<file path="src/rtl/iravg_pkg.sv">
// Shared types and constants of the interval running averager.
package iravg_pkg;

    // Field widths fixed by the interface.
    localparam int FUNC_W    = 2;
    localparam int TIME_W    = 32;
    localparam int ACC_W     = 40;
    localparam int SAMPLES_W = 9;
    localparam int COUNT_W   = 32;

    // Function codes carried by the input word.
    localparam logic [FUNC_W-1:0] FUNC_START = 2'd0;
    localparam logic [FUNC_W-1:0] FUNC_END   = 2'd1;

    // Queue between the front and back parts.
    localparam int QUEUE_DEPTH = 2;
    localparam int QPTR_W      = 1;
    localparam int QCNT_W      = 2;

    // Step counter of the serial divider.
    localparam int DIV_STEP_W = $clog2(ACC_W);

    // Reciprocal multiply that removes one window-th of the accumulator.
    // The padded accumulator is fed in chunks, most significant first.
    localparam int MUL_CHUNK = 14;
    localparam int MUL_STEPS = 3;
    localparam int MUL_X_W   = MUL_CHUNK * MUL_STEPS;
    localparam int MSTEP_W   = 2;
    localparam int RECIP_W   = ACC_W + 2;
    localparam int PROD_W    = MUL_X_W + RECIP_W;

    // Decoded operation of one input word.
    typedef enum logic [1:0] {
        OP_START,
        OP_END,
        OP_QUERY
    } op_t;

    // One classified word as it waits in the queue.
    typedef struct packed {
        op_t               op;
        logic [TIME_W-1:0] now;
        logic              clear;
    } item_t;

    // Sequencer states of the back part.
    typedef enum logic [2:0] {
        ST_IDLE,
        ST_WIN_MUL,
        ST_WIN_SUB,
        ST_AVG,
        ST_AVG_WAIT,
        ST_PUSH
    } state_t;

endpackage

</file>
<file path="src/rtl/iravg_div.sv">
// Restoring bit-serial divider, one quotient bit per clock cycle.
module iravg_div import iravg_pkg::*; #(
    parameter int DIVISOR_W = 9
) (
    input  logic                 aclk,
    input  logic                 aresetn,
    input  logic                 start,
    input  logic [ACC_W-1:0]     dividend,
    input  logic [DIVISOR_W-1:0] divisor,
    output logic                 done,
    output logic [ACC_W-1:0]     quotient
);

    logic                  busy_reg;
    logic                  done_reg;
    logic [DIV_STEP_W-1:0] step_reg;
    logic [ACC_W-1:0]      quot_reg;
    logic [DIVISOR_W-1:0]  rem_reg;
    logic [DIVISOR_W-1:0]  divisor_reg;
    logic [DIVISOR_W:0]    trial;
    logic                  fits;

    // Shift the next dividend bit into the partial remainder and try a subtract.
    assign trial = {rem_reg, quot_reg[ACC_W-1]};
    assign fits  = trial >= {1'b0, divisor_reg};

    // Control: count the steps and flag the last one.
    always_ff @(posedge aclk) begin
        if (!aresetn) begin
            busy_reg <= 1'b0;
            done_reg <= 1'b0;
            step_reg <= '0;
        end else begin
            done_reg <= 1'b0;
            if (start) begin
                busy_reg <= 1'b1;
                step_reg <= DIV_STEP_W'(ACC_W - 1);
            end else if (busy_reg) begin
                step_reg <= step_reg - 1'b1;
                if (step_reg == '0) begin
                    busy_reg <= 1'b0;
                    done_reg <= 1'b1;
                end
            end
        end
    end

    // Datapath: the dividend shifts out as the quotient shifts in.
    always_ff @(posedge aclk) begin
        if (start) begin
            quot_reg    <= dividend;
            rem_reg     <= '0;
            divisor_reg <= divisor;
        end else if (busy_reg) begin
            quot_reg <= {quot_reg[ACC_W-2:0], fits};
            rem_reg  <= fits ? DIVISOR_W'(trial - {1'b0, divisor_reg})
                             : DIVISOR_W'(trial);
        end
    end

    assign done     = done_reg;
    assign quotient = quot_reg;

endmodule

</file>
<file path="src/rtl/iravg_front.sv">
// Front part: accepts input words, classifies them and queues them.
module iravg_front import iravg_pkg::*; (
    input  logic              aclk,
    input  logic              aresetn,
    input  logic              s_valid,
    output logic              s_ready,
    input  logic [FUNC_W-1:0] s_func,
    input  logic [TIME_W-1:0] s_now,
    input  logic              s_clear,
    output logic              q_valid,
    input  logic              q_ready,
    output item_t             q_item
);

    item_t             entry_reg [QUEUE_DEPTH];
    logic [QPTR_W-1:0] wr_ptr_reg;
    logic [QPTR_W-1:0] rd_ptr_reg;
    logic [QCNT_W-1:0] count_reg;
    logic              push;
    logic              pop;
    item_t             classified;

    // Decode the function code; clear only matters on a start.
    always_comb begin
        classified.now   = s_now;
        classified.clear = 1'b0;
        priority if (s_func == FUNC_START) begin
            classified.op    = OP_START;
            classified.clear = s_clear;
        end else if (s_func == FUNC_END) begin
            classified.op = OP_END;
        end else begin
            classified.op = OP_QUERY;
        end
    end

    assign s_ready = count_reg != QCNT_W'(QUEUE_DEPTH);
    assign q_valid = count_reg != '0;
    assign q_item  = entry_reg[rd_ptr_reg];
    assign push    = s_valid && s_ready;
    assign pop     = q_valid && q_ready;

    // Queue pointers and fill count.
    always_ff @(posedge aclk) begin
        if (!aresetn) begin
            wr_ptr_reg <= '0;
            rd_ptr_reg <= '0;
            count_reg  <= '0;
        end else begin
            if (push) begin
                wr_ptr_reg <= wr_ptr_reg + 1'b1;
            end
            if (pop) begin
                rd_ptr_reg <= rd_ptr_reg + 1'b1;
            end
            if (push && !pop) begin
                count_reg <= count_reg + 1'b1;
            end else if (pop && !push) begin
                count_reg <= count_reg - 1'b1;
            end
        end
    end

    // Queue storage.
    always_ff @(posedge aclk) begin
        if (push) begin
            entry_reg[wr_ptr_reg] <= classified;
        end
    end

endmodule

</file>
<file path="src/rtl/iravg_back.sv">
// Back part: updates the statistics, divides and drives the result word.
module iravg_back import iravg_pkg::*; #(
    parameter int WINDOW = 256
) (
    input  logic                 aclk,
    input  logic                 aresetn,
    input  logic                 q_valid,
    output logic                 q_ready,
    input  item_t                q_item,
    output logic                 m_valid,
    input  logic                 m_ready,
    output logic [TIME_W-1:0]    m_average,
    output logic [SAMPLES_W-1:0] m_samples,
    output logic [COUNT_W-1:0]   m_total_ends
);

    localparam int CNT_W = $clog2(WINDOW + 1);
    localparam logic [CNT_W-1:0] WIN_CNT = CNT_W'(WINDOW);

    // Rounded-up reciprocal of the window, scaled so that the product with
    // any 40-bit accumulator, shifted right, gives the exact quotient.
    localparam int WIN_LOG2 = $clog2(WINDOW);
    localparam logic [63:0] WIN_RECIP_FULL =
        ((64'd1 << (ACC_W + WIN_LOG2)) + 64'(WINDOW) - 64'd1) / 64'(WINDOW);
    localparam logic [RECIP_W-1:0] WIN_RECIP = RECIP_W'(WIN_RECIP_FULL);

    state_t               state_reg, state_next;
    logic [TIME_W-1:0]    start_time_reg, start_time_next;
    logic [ACC_W-1:0]     acc_reg, acc_next;
    logic [CNT_W-1:0]     cnt_reg, cnt_next;
    logic [COUNT_W-1:0]   endc_reg, endc_next;
    logic [TIME_W-1:0]    now_reg, now_next;
    logic [TIME_W-1:0]    avg_reg, avg_next;
    logic [MUL_X_W-1:0]   mul_x_reg, mul_x_next;
    logic [PROD_W-1:0]    prod_reg, prod_next;
    logic [MSTEP_W-1:0]   mstep_reg, mstep_next;
    logic                 m_valid_reg, m_valid_next;
    logic [TIME_W-1:0]    m_average_reg, m_average_next;
    logic [SAMPLES_W-1:0] m_samples_reg, m_samples_next;
    logic [COUNT_W-1:0]   m_total_ends_reg, m_total_ends_next;
    logic [RECIP_W+MUL_CHUNK-1:0] mul_part;
    logic [ACC_W-1:0]     win_quot;
    logic                 div_start;
    logic [CNT_W-1:0]     div_divisor;
    logic                 div_done;
    logic [ACC_W-1:0]     div_quot;

    iravg_div #(
        .DIVISOR_W(CNT_W)
    ) u_div (
        .aclk    (aclk),
        .aresetn (aresetn),
        .start   (div_start),
        .dividend(acc_reg),
        .divisor (div_divisor),
        .done    (div_done),
        .quotient(div_quot)
    );

    // One partial product of the reciprocal multiply, and the window-th it yields.
    assign mul_part = WIN_RECIP * mul_x_reg[MUL_X_W-1 -: MUL_CHUNK];
    assign win_quot = ACC_W'(prod_reg >> (ACC_W + WIN_LOG2));

    // State and statistics registers.
    always_ff @(posedge aclk) begin
        if (!aresetn) begin
            state_reg      <= ST_IDLE;
            start_time_reg <= '0;
            acc_reg        <= '0;
            cnt_reg        <= '0;
            endc_reg       <= '0;
            m_valid_reg    <= 1'b0;
        end else begin
            state_reg      <= state_next;
            start_time_reg <= start_time_next;
            acc_reg        <= acc_next;
            cnt_reg        <= cnt_next;
            endc_reg       <= endc_next;
            m_valid_reg    <= m_valid_next;
        end
    end

    // Payload registers.
    always_ff @(posedge aclk) begin
        now_reg          <= now_next;
        avg_reg          <= avg_next;
        mul_x_reg        <= mul_x_next;
        prod_reg         <= prod_next;
        mstep_reg        <= mstep_next;
        m_average_reg    <= m_average_next;
        m_samples_reg    <= m_samples_next;
        m_total_ends_reg <= m_total_ends_next;
    end

    // Sequencer: next state and datapath updates.
    always_comb begin
        state_next        = state_reg;
        start_time_next   = start_time_reg;
        acc_next          = acc_reg;
        cnt_next          = cnt_reg;
        endc_next         = endc_reg;
        now_next          = now_reg;
        avg_next          = avg_reg;
        mul_x_next        = mul_x_reg;
        prod_next         = prod_reg;
        mstep_next        = mstep_reg;
        m_valid_next      = m_valid_reg && !m_ready;
        m_average_next    = m_average_reg;
        m_samples_next    = m_samples_reg;
        m_total_ends_next = m_total_ends_reg;
        q_ready           = 1'b0;
        div_start         = 1'b0;
        div_divisor       = cnt_reg;

        unique case (state_reg)
            ST_IDLE: begin
                if (q_valid) begin
                    q_ready  = 1'b1;
                    now_next = q_item.now;
                    unique case (q_item.op)
                        OP_START: begin
                            if (q_item.clear) begin
                                acc_next  = '0;
                                cnt_next  = '0;
                                endc_next = '0;
                            end
                            start_time_next = q_item.now;
                            state_next      = ST_AVG;
                        end
                        OP_END: begin
                            endc_next = endc_reg + 1'b1;
                            if (cnt_reg >= WIN_CNT) begin
                                // Full window: first remove one window-th.
                                mul_x_next = MUL_X_W'(acc_reg);
                                prod_next  = '0;
                                mstep_next = '0;
                                state_next = ST_WIN_MUL;
                            end else begin
                                acc_next   = acc_reg
                                           + ACC_W'(TIME_W'(q_item.now - start_time_reg));
                                cnt_next   = cnt_reg + 1'b1;
                                state_next = ST_AVG;
                            end
                        end
                        default: begin
                            state_next = ST_AVG;
                        end
                    endcase
                end
            end
            ST_WIN_MUL: begin
                // Multiply by the reciprocal one chunk per cycle.
                prod_next  = (prod_reg << MUL_CHUNK) + PROD_W'(mul_part);
                mul_x_next = mul_x_reg << MUL_CHUNK;
                mstep_next = mstep_reg + 1'b1;
                if (mstep_reg == MSTEP_W'(MUL_STEPS - 1)) begin
                    state_next = ST_WIN_SUB;
                end
            end
            ST_WIN_SUB: begin
                acc_next   = acc_reg - win_quot
                           + ACC_W'(TIME_W'(now_reg - start_time_reg));
                state_next = ST_AVG;
            end
            ST_AVG: begin
                if (cnt_reg == '0) begin
                    avg_next   = '0;
                    state_next = ST_PUSH;
                end else begin
                    div_start  = 1'b1;
                    state_next = ST_AVG_WAIT;
                end
            end
            ST_AVG_WAIT: begin
                if (div_done) begin
                    avg_next   = div_quot[TIME_W-1:0];
                    state_next = ST_PUSH;
                end
            end
            ST_PUSH: begin
                // Load the output register once it is free or being emptied.
                if (!m_valid_reg || m_ready) begin
                    m_valid_next      = 1'b1;
                    m_average_next    = avg_reg;
                    m_samples_next    = SAMPLES_W'(cnt_reg);
                    m_total_ends_next = endc_reg;
                    state_next        = ST_IDLE;
                end
            end
            default: begin
                state_next = ST_IDLE;
            end
        endcase
    end

    assign m_valid      = m_valid_reg;
    assign m_average    = m_average_reg;
    assign m_samples    = m_samples_reg;
    assign m_total_ends = m_total_ends_reg;

endmodule

</file>
<file path="src/rtl/interval_running_average.sv">
// Top level of the interval running averager.
//
// Input channel (s_valid/s_ready): one word per event. s_func selects start,
// end or query; s_now is the free-running time; s_clear on a start clears
// the statistics before the time is latched.
// Output channel (m_valid/m_ready): one word per input word, in order, with
// the average of the held intervals, the samples held and the end count.
// The average is formed by the 40-step serial divider; when no sample is
// held the divider is skipped and a zero average is given. An end word with
// a full window first removes one window-th of the accumulator by a
// three-step reciprocal multiply. Words are worked on one at a time; the
// back part takes no new word until the last one is loaded into the
// output register.
// A two-word queue in front lets the source hand over words while the back
// part divides, and the output register lets a finished word wait for the
// receiver; a stalled receiver holds the back part only once its next word
// is ready, and the queue keeps accepting until it is full.
// Reset (synchronous, active low) clears the start time, accumulator,
// sample count, end count, queue and output valid.
module interval_running_average import iravg_pkg::*; #(
    parameter int WINDOW = 256
) (
    input  logic                 aclk,
    input  logic                 aresetn,
    input  logic                 s_valid,
    output logic                 s_ready,
    input  logic [FUNC_W-1:0]    s_func,
    input  logic [TIME_W-1:0]    s_now,
    input  logic                 s_clear,
    output logic                 m_valid,
    input  logic                 m_ready,
    output logic [TIME_W-1:0]    m_average,
    output logic [SAMPLES_W-1:0] m_samples,
    output logic [COUNT_W-1:0]   m_total_ends
);

    logic  q_valid;
    logic  q_ready;
    item_t q_item;

    // Front part: accept and classify.
    iravg_front u_front (
        .aclk   (aclk),
        .aresetn(aresetn),
        .s_valid(s_valid),
        .s_ready(s_ready),
        .s_func (s_func),
        .s_now  (s_now),
        .s_clear(s_clear),
        .q_valid(q_valid),
        .q_ready(q_ready),
        .q_item (q_item)
    );

    // Back part: update, divide, deliver.
    iravg_back #(
        .WINDOW(WINDOW)
    ) u_back (
        .aclk        (aclk),
        .aresetn     (aresetn),
        .q_valid     (q_valid),
        .q_ready     (q_ready),
        .q_item      (q_item),
        .m_valid     (m_valid),
        .m_ready     (m_ready),
        .m_average   (m_average),
        .m_samples   (m_samples),
        .m_total_ends(m_total_ends)
    );

endmodule

</file>
<file path="config.mk">
export PLATFORM = sky130hd
export DESIGN_NAME = interval_running_average
export DESIGN_NICKNAME = d
export VERILOG_FILES = /design/src/rtl/iravg_pkg.sv /design/src/rtl/iravg_div.sv /design/src/rtl/iravg_front.sv /design/src/rtl/iravg_back.sv /design/src/rtl/interval_running_average.sv
export SDC_FILE = /design/constraint.sdc
export NUM_CORES = 1
export LEC_CHECK = 0
export BUFFER_PORTS_ARGS = -buffer_cell sky130_fd_sc_hd__buf_2
export CAP_MARGIN = 20
export CORE_MARGIN = 2
export CORE_UTILIZATION = 55
export CTS_CLUSTER_SIZE = 25
export DETAILED_ROUTE_END_ITERATION = 10
export PLACE_DENSITY = 0.72
export SETUP_SLACK_MARGIN = 0.5
export SKIP_CTS_REPAIR_TIMING = 1
export SYNTH_ARGS = -nofsm -noshare
export SYNTH_HDL_FRONTEND = slang
export SYNTH_SLANG_ARGS = --single-unit
</file>
<file path="constraint.sdc">
create_clock -name aclk -period 14.15 [get_ports aclk]
set_input_delay 3.5375 -clock aclk [delete_from_list [all_inputs] [get_ports aclk]]
set_output_delay 3.5375 -clock aclk [all_outputs]
set_load 0.01 [all_outputs]
</file>
==> Flow_metrics.wiki, run 1 <==
{| class="wikitable"
! Metric !! Value
|-
| Setup crit end kind || flop
|-
| Maxcap violations || 0
|-
| Worst Path Class, Setup || reg -> reg
|-
| Ratio of cells with drive above 1 in the final layout || 0.140
|-
| Met1 layer wirelength in the final routing || 26,600 µm
|-
| Predominant post-synthesis flop cell || sky130_fd_sc_hd__edfxtp_1
|-
| Master cell of the clock root buffer || sky130_fd_sc_hd__clkbuf_16
|-
| Capture point of the worst reg-to-reg path || u_back.acc_reg[37]
|-
| Number of remaining DRC errors || 0
|-
| Library cells used by synthesis || around 80
|-
| Slowest cell on the critical path || sky130_fd_sc_hd__dfxtp_2
|-
| Routed WL per cell || between 15 and 20 µm
|-
| Final wirelength || between 60,000 and 70,000 µm
|-
| Per-instance average area after synthesis || around 11 µm²
|-
| Rows || 79
|-
| Gp weighted congestion || 0.897
|-
| Clock tree from TritonCTS || built
|-
| Depth of the most critical reg-to-reg path || 26
|-
| Status || completed
|-
| Worst-skew pair later-pin latency || 0.62 ns
|-
| Worst hold-check path type || reg -> reg
|-
| Fraction of synthesis flops using an asynchronous set or reset pin || 0
|-
| Post-Synthesis Cells || between 2,000 and 2,500
|-
| Number of antenna repair diodes || 0
|-
| Number of flip-flops under the largest register name || 70
|-
| Top cells by area in the synthesized netlist || sky130_fd_sc_hd__edfxtp_1 40%, sky130_fd_sc_hd__dfxtp_1 11%, sky130_fd_sc_hd__ha_1 7.5%
|-
| Mapped Nets || roughly 2,600
|-
| Unrepaired setup endpoints after global routing || no
|-
| Delay of the slowest critical-path stage || 0.95 ns
|-
| Number of buffer cells added on primary ports || approximately 110
|-
| Worst Max-Slew Pin Slew || 1.06 ns
|-
| Total met3 wirelength after detailed routing || 3160 µm
|-
| Synth area leader || sky130_fd_sc_hd__edfxtp_1
|-
| Count of boundary I/O pins || 114
|-
| Crit path required time || 14.60 ns
|-
| Upper clock frequency limit || 146 MHz
|-
| Core outline area || roughly 47,000 µm²
|-
| Endpoint of the worst hold-timing path || u_back.m_average[20]
|-
| Synth-to-layout area growth || 11.5%
|-
| Flip-flop and latch area || ~13,000 µm²
|-
| Clock buffers created by TritonCTS || 50
|-
| Min Clock Period, post-route || 6.83 ns
|-
| Count of yosys warnings during synthesis || 0
|-
| Via density per instance || roughly 5.8
|-
| Count of fill cells added during filler insertion || 3,750
|-
| Footprint of the multi-input gates || ~12,000 µm²
|-
| Overall fraction of global-route tracks in use || 0.248
|-
| Total congestion overflow after global routing || 0
|-
| Period utilisation layout || 0.483
|-
| Clock buffer depth || 3
|-
| Clock tree sinks || between 400 and 500
|-
| Top layer reached by signal wires || met4
|-
| Startpoint of the worst hold path || u_back.avg_reg[20]
|-
| Synthesis-stage register bit count || 483
|-
| Number of nets with antenna violations after routing || 0
|-
| Cells on Worst Hold Path || 0
|-
| First-pass GRT wire length || 95,800 µm
|-
| H-tree lvl count || 2
|-
| Post-synthesis cell area || 25,900 µm²
|-
| Max-slew violation count || 0
|-
| Die Footprint || slightly below 50,000 µm²
|-
| Area share of the largest cell type after synthesis || 0.399
|-
| Half-perimeter wire length after detailed placement || 43,700 µm
|-
| CP Max Fanout || 40
|-
| Number of nets in the finished design || ~2,700
|-
| Total count of hold-check failures in the final report || 0
|-
| Sequential share of the synthesized area || 0.506
|-
| Clock transition at the registers of the reported paths || 0.06 ns
|-
| Initial antenna violation count || 0
|-
| Crit path launch type || flop
|-
| Largest net degree at the start of global routing || 82
|-
| Maximum clock skew at final layout || 0.0382 ns
|-
| Routed wl met2 || about 29,000 µm
|-
| Die Y-Extent || 221 µm
|-
| Number of failing setup endpoints in the final timing report || 0
|-
| DRT Pass-1 Iters || 5
|-
| Reg-to-reg slack, setup || 7.32 ns
|-
| Most common cell type on the critical path || sky130_fd_sc_hd__a21o_1
|-
| Number of vias in the routed layout || 17,900
|-
| Max transition margin || 0.296
|-
| Data arrival time of the worst path || 7.28 ns
|-
| Initial cell density of the core || 0.556
|-
| Via count of the first global-routing pass || 17,500
|-
| Width of the die || between 200 and 250 µm
|-
| Sum of negative setup slack || 0 ns
|-
| Count of flip-flops with a built-in enable after synthesis || about 340
|-
| DRC marker count from the first detailed-route iteration || 1,362
|}
cells in the final DEF, fill, tap and decap left out, types with 6 or more instances in the layout:
cell,count
sky130_fd_sc_hd__edfxtp_1,344
sky130_fd_sc_hd__nor2_1,213
sky130_fd_sc_hd__ha_1,155
sky130_fd_sc_hd__a21oi_1,152
sky130_fd_sc_hd__dfxtp_1,138
sky130_fd_sc_hd__inv_1,134
sky130_fd_sc_hd__buf_2,113
sky130_fd_sc_hd__nand2_1,100
sky130_fd_sc_hd__o21ai_0,93
sky130_fd_sc_hd__mux2_2,92
sky130_fd_sc_hd__a21o_1,92
sky130_fd_sc_hd__and2_1,91
sky130_fd_sc_hd__xnor2_1,84
sky130_fd_sc_hd__xor2_1,73
sky130_fd_sc_hd__clkbuf_16,53
sky130_fd_sc_hd__nand3_1,43
sky130_fd_sc_hd__mux2i_1,41
sky130_fd_sc_hd__fa_1,36
sky130_fd_sc_hd__nor3_1,30
sky130_fd_sc_hd__nand4_1,28
sky130_fd_sc_hd__nor2b_1,27
sky130_fd_sc_hd__a211oi_1,24
sky130_fd_sc_hd__a221oi_1,21
sky130_fd_sc_hd__and3_1,19
sky130_fd_sc_hd__nand2b_1,18
sky130_fd_sc_hd__o21bai_1,17
sky130_fd_sc_hd__buf_4,15
sky130_fd_sc_hd__o21a_1,14
sky130_fd_sc_hd__or3_1,13
sky130_fd_sc_hd__a31oi_1,13
sky130_fd_sc_hd__o21ai_1,11
sky130_fd_sc_hd__clkinv_2,10
sky130_fd_sc_hd__o211ai_1,10
sky130_fd_sc_hd__clkbuf_1,8
sky130_fd_sc_hd__or2_2,7
sky130_fd_sc_hd__o221ai_1,7
sky130_fd_sc_hd__clkbuf_8,7
sky130_fd_sc_hd__a21boi_0,6
synth_stat cells (18+ instances only):
library cell / instances
sky130_fd_sc_hd__fa_1: 36
sky130_fd_sc_hd__a221oi_1: 21
sky130_fd_sc_hd__nand3_1: 43
sky130_fd_sc_hd__nand2b_1: 18
sky130_fd_sc_hd__mux2_2: 92
sky130_fd_sc_hd__inv_1: 135
sky130_fd_sc_hd__nand4_1: 28
sky130_fd_sc_hd__clkbuf_1: 60
sky130_fd_sc_hd__ha_1: 155
sky130_fd_sc_hd__and2_1: 92
sky130_fd_sc_hd__o21ai_0: 93
sky130_fd_sc_hd__nor2b_1: 27
sky130_fd_sc_hd__edfxtp_1: 344
sky130_fd_sc_hd__xnor2_1: 84
sky130_fd_sc_hd__nor3_1: 31
sky130_fd_sc_hd__dfxtp_1: 139
sky130_fd_sc_hd__nor2_1: 216
sky130_fd_sc_hd__and3_1: 20
sky130_fd_sc_hd__a21oi_1: 152
sky130_fd_sc_hd__xor2_1: 73
sky130_fd_sc_hd__a21o_1: 92
sky130_fd_sc_hd__nand2_1: 100
sky130_fd_sc_hd__a211oi_1: 24
sky130_fd_sc_hd__mux2i_1: 41
layer usage:
layer	up-vias	GRT usage
met2	525	0.418
met4	0	0.0810
met3	108	0.0333
met1	8659	0.331
met5	-	0
li1	8620	-
metrics by stage:
step	cell area [µm²]	std cells	worst slack (ns)	utilization	hold WS (ns)
2_1_floorplan	25900	2321	6.23	-	0.400
3_3_place_gp	27100	2976	7.50	0.582	0.401
3_5_place_dp	27100	2976	7.33	0.582	0.406
4_1_cts	28900	3070	7.24	0.620	0.420
5_1_grt	28900	3071	6.62	0.620	0.425
6_report	28900	3071	7.32	0.620	0.419
worst max-delay path, delay by kind of cell, from the launching register on:
kind	cells	cell delay (ns)
XOR/XNOR	1	0.14
AND/OR/NAND/NOR	4	0.59
AO/OA/AOI/OAI	16	3.56
buffers and inverters	1	0.06
adder cells (fa/ha/maj)	3	0.97
multiplexers	1	0.40
flip-flops	1	0.95
layout make-up:
cell class,count,area share
Clock buffer,68,0.0503
Inverter,135,0.0176
Multi-Input combinational cell,1623,0.417
Tap cell,607,0.0263
Sequential cell,483,0.454
Clock inverter,26,0.0104
Timing Repair Buffer,129,0.0242
worst max-delay path by stage:
stage / startpoint / end / cells after the start
3_3_place_gp: flop / u_back.acc_reg[37] / 26
3_5_place_dp: flop / u_back.acc_reg[37] / 26
6_report: flop / u_back.acc_reg[37] / 26
5_1_grt: flop / u_back.acc_reg[37] / 26
4_1_cts: flop / u_back.acc_reg[37] / 26
2_1_floorplan: u_front.entry_reg[0][33] / u_back.mstep_reg[0] / 6
logic make-up (layout without fill, tap and decap cells):
kind of cell | count (synthesis) | in the layout | synth area share
compound gates | 516 | 516 | 0.131
xor+xnor | 157 | 157 | 0.0531
fa+ha+maj | 191 | 191 | 0.103
buf+inv | 215 | 358 | 0.0317
flops | 483 | 483 | 0.506
mux | 133 | 133 | 0.0558
simple gates | 626 | 626 | 0.120
Power of run 1 is left out: the tool's default activity adds up to more than one toggle a clock period on the data nets, which glitch-free logic cannot reach.
==> run 2: changes to the inputs <==
- ABC_AREA: unset -> 1
- clock period: 14.15 -> 6.6 ns (I/O delays scaled with it)
==> run 2 against run 1 <==
Net effect: sequential share of layout area fell by 4.7 points; die area rose by 13%; worst setup slack got worse by 6.0 ns; register-to-register slack got worse by 6.0 ns; hold slack got worse by 0.0018 ns; utilization fell by 0.75 points; routed wire length rose by 43%; critical path type unchanged; global-route usage rose by 6.3 points; non-clock buffer count fell by 1; synthesized area rose by 13%; maximum frequency rose by 28%.
==> Flow_metrics.wiki, run 2 <==
{| class="wikitable"
! Metric !! Value
|-
| Status || completed
|-
| DRT Pass-1 Iters || 6 (+1)
|-
| Top cells by area in the synthesized netlist || sky130_fd_sc_hd__edfxtp_1 35%, sky130_fd_sc_hd__nand2_1 12%, sky130_fd_sc_hd__dfxtp_1 9.5%
|-
| Max-slew violation count || 0 (unchanged)
|-
| Synth top cells by count || 909 x sky130_fd_sc_hd__nand2_1, 614 x sky130_fd_sc_hd__inv_1, 367 x sky130_fd_sc_hd__nor2_1
|-
| Via count of the first global-routing pass || 23,400 (+34%)
|-
| Total count of hold-check failures in the final report || 0 (unchanged)
|-
| Number of nets in the finished design || 3,996 (+51%)
|-
| Number of antenna repair diodes || 0 (unchanged)
|-
| Area share of the largest cell type after synthesis || 0.353 (-0.0457)
|-
| H-tree lvl count || 2 (unchanged)
|-
| Overall fraction of global-route tracks in use || 0.311 (+0.0629)
|-
| Number of nets with antenna violations after routing || 0 (unchanged)
|-
| Maximum clock skew at final layout || 0.0234 ns (-0.0148 ns)
|-
| Synthesis-stage register bit count || 483 (unchanged)
|-
| Maxcap violations || 0 (unchanged)
|-
| Worst-skew pair later-pin latency || 0.62 ns (about the same)
|-
| Clock tree from TritonCTS || built
|-
| Gp weighted congestion || 1.01 (+12%)
|-
| Number of flip-flops under the largest register name || 70 (unchanged)
|-
| Clock tree sinks || 483 (unchanged)
|-
| Reg-to-reg slack, setup || 1.28 ns (-6.04 ns)
|-
| Clock buffers created by TritonCTS || 51 (+2.0%)
|-
| First-pass GRT wire length || 132,000 µm (+38%)
|-
| Ratio of cells with drive above 1 in the final layout || 0.0759 (-0.0637)
|-
| Synth-to-layout area growth || 10.1%
|-
| Count of flip-flops with a built-in enable after synthesis || 344 (unchanged)
|-
| Post-synthesis cell area || 29,300 µm² (+13%)
|-
| Number of remaining DRC errors || 0 (unchanged)
|-
| Crit path launch type || flop
|-
| Worst Max-Slew Pin Slew || 1.07 ns (+0.0119 ns)
|-
| Library cells used by synthesis || 54 (-33%)
|-
| Half-perimeter wire length after detailed placement || 67,900 µm (+55%)
|-
| Core outline area || 52,600 µm² (+13%)
|-
| Clock buffer depth || 3 (unchanged)
|-
| Number of failing setup endpoints in the final timing report || 0 (unchanged)
|-
| Post-Synthesis Cells || 3,654 (+57%)
|-
| Most frequently used cell type in the post-synthesis netlist || sky130_fd_sc_hd__nand2_1
|-
| Worst hold-check path type || reg -> reg
|-
| Initial antenna violation count || 1 (+1)
|-
| Sum of negative setup slack || 0 ns (unchanged)
|-
| Initial cell density of the core || 0.557 (about the same)
|-
| Count of fill cells added during filler insertion || 4,798 (+28%)
|-
| Unrepaired setup endpoints after global routing || no
|-
| Setup crit end kind || flop
|-
| CP Max Fanout || 5 (-88%)
|-
| Predominant post-synthesis flop cell || sky130_fd_sc_hd__edfxtp_1
|-
| Number of vias in the routed layout || 24,800 (+38%)
|-
| Count of yosys warnings during synthesis || 0 (unchanged)
|-
| Fraction of synthesis flops using an asynchronous set or reset pin || 0 (unchanged)
|-
| Synth area leader || sky130_fd_sc_hd__edfxtp_1
|-
| Mapped Nets || 3,884 (+52%)
|-
| Number of buffer cells added on primary ports || 113 (unchanged)
|-
| Upper clock frequency limit || 188 MHz (+28%)
|-
| Commonest non-fill, non-tap cell in the layout || sky130_fd_sc_hd__nand2_1
|-
| Worst Path Class, Setup || reg -> reg
|-
| Routed WL per cell || 19.4 µm (-2.2%)
|-
| Max transition margin || 0.286 (-0.00963)
|-
| Final wirelength || 87,000 µm (+43%)
|-
| Crit path required time || 7.10 ns (-7.50 ns)
|-
| Period utilisation layout || 0.805 (+0.323)
|-
| DRC marker count from the first detailed-route iteration || 2,201 (+62%)
|-
| Clock transition at the registers of the reported paths || 0.06 ns (about the same)
|-
| Count of boundary I/O pins || 114 (unchanged)
|-
| Die Y-Extent || 235 µm (+6.2%)
|-
| Largest net degree at the start of global routing || 71 (-13%)
|-
| Die Footprint || 55,100 µm² (+13%)
|-
| Data arrival time of the worst path || 5.82 ns (-1.46 ns)
|-
| Width of the die || 235 µm (+6.2%)
|-
| Sequential share of the synthesized area || 0.448 (-0.0581)
|-
| Min Clock Period, post-route || 5.32 ns (-1.51 ns)
|-
| Per-instance average area after synthesis || 8.01 µm² (-28%)
|-
| Total congestion overflow after global routing || 0 (unchanged)
|-
| Commonest cells after routing, fill and taps aside || 906 x sky130_fd_sc_hd__nand2_1, 613 x sky130_fd_sc_hd__inv_1, 364 x sky130_fd_sc_hd__nor2_1
|-
| Via density per instance || 5.51 (-5.5%)
|-
| Rows || 84 (+6.3%)
|-
| Master cell of the clock root buffer || sky130_fd_sc_hd__clkbuf_16
|}
run 2: cell families (layout without fill, tap and decap cells):
group / count (synthesis) / count (layout) / synth area share
simple gates: 1613 / 1613 / 0.229
buf+inv: 695 / 847 / 0.0914
compound gates: 563 / 563 / 0.105
flops: 483 / 483 / 0.448
fa+ha+maj: 191 / 191 / 0.0909
xor+xnor: 78 / 78 / 0.0233
mux: 31 / 31 / 0.0119
run 2: final cells by class:
type | instances | area (µm²) | area share
Clock buffer | 63 | 1340 | 0.0416
Clock inverter | 30 | 319 | 0.00991
Inverter | 626 | 2360 | 0.0732
Multi-Input combinational cell | 2476 | 13500 | 0.420
Sequential cell | 483 | 13100 | 0.407
Tap cell | 688 | 861 | 0.0267
Timing Repair Buffer | 128 | 691 | 0.0214
run 2: path summary, 6_finish.rpt:
check,startpoint,end,cells past startpoint
worst max-delay path,u_back.now_reg[16],u_back.acc_reg[39],22
worst min-delay path,u_back.avg_reg[25],u_back.m_average[25],0
worst max register to register,u_back.now_reg[16],u_back.acc_reg[39],22
worst min register to register,u_back.avg_reg[25],u_back.m_average[25],0
run 2: stage by stage:
stage	setup WS, ns	utilization	instance area, µm²	hold WS, ns	instances
2_1_floorplan	0.566	-	29300	0.400	3654
3_3_place_gp	1.42	0.581	30500	0.401	4400
3_5_place_dp	1.45	0.581	30500	0.405	4400
4_1_cts	1.43	0.613	32200	0.418	4493
5_1_grt	0.944	0.613	32200	0.428	4494
6_report	1.28	0.613	32200	0.417	4494
run 2: critical path, cell delays in order (launching register included):
cell and delay [ns]:
sky130_fd_sc_hd__edfxtp_1 0.39, sky130_fd_sc_hd__ha_1 0.40, sky130_fd_sc_hd__nand2_1 0.14, sky130_fd_sc_hd__nor2_1 0.12, sky130_fd_sc_hd__inv_1 0.06, sky130_fd_sc_hd__nor3_1 0.59
sky130_fd_sc_hd__nand3_1 0.17, sky130_fd_sc_hd__nand3_1 0.25, sky130_fd_sc_hd__nand2_1 0.08, sky130_fd_sc_hd__nand2_1 0.08, sky130_fd_sc_hd__xor2_1 0.58, sky130_fd_sc_hd__fa_1 0.56
sky130_fd_sc_hd__ha_1 0.38, sky130_fd_sc_hd__nand2_1 0.12, sky130_fd_sc_hd__inv_1 0.07, sky130_fd_sc_hd__a21oi_1 0.32, sky130_fd_sc_hd__o21bai_1 0.16, sky130_fd_sc_hd__a21oi_1 0.33
sky130_fd_sc_hd__nand3_1 0.13, sky130_fd_sc_hd__nand3_1 0.10, sky130_fd_sc_hd__nand3_1 0.07, sky130_fd_sc_hd__nand2_1 0.09, sky130_fd_sc_hd__inv_1 0.04
run 2: layer usage:
layer,GRT usage,wire [µm],part of all wire
met1,0.417,37800,0.43
met5,0,0,0
met3,0.0450,5580,0.064
met2,0.510,40300,0.46
met4,0.119,3400,0.039
Power of run 2 is left out for the same reason.
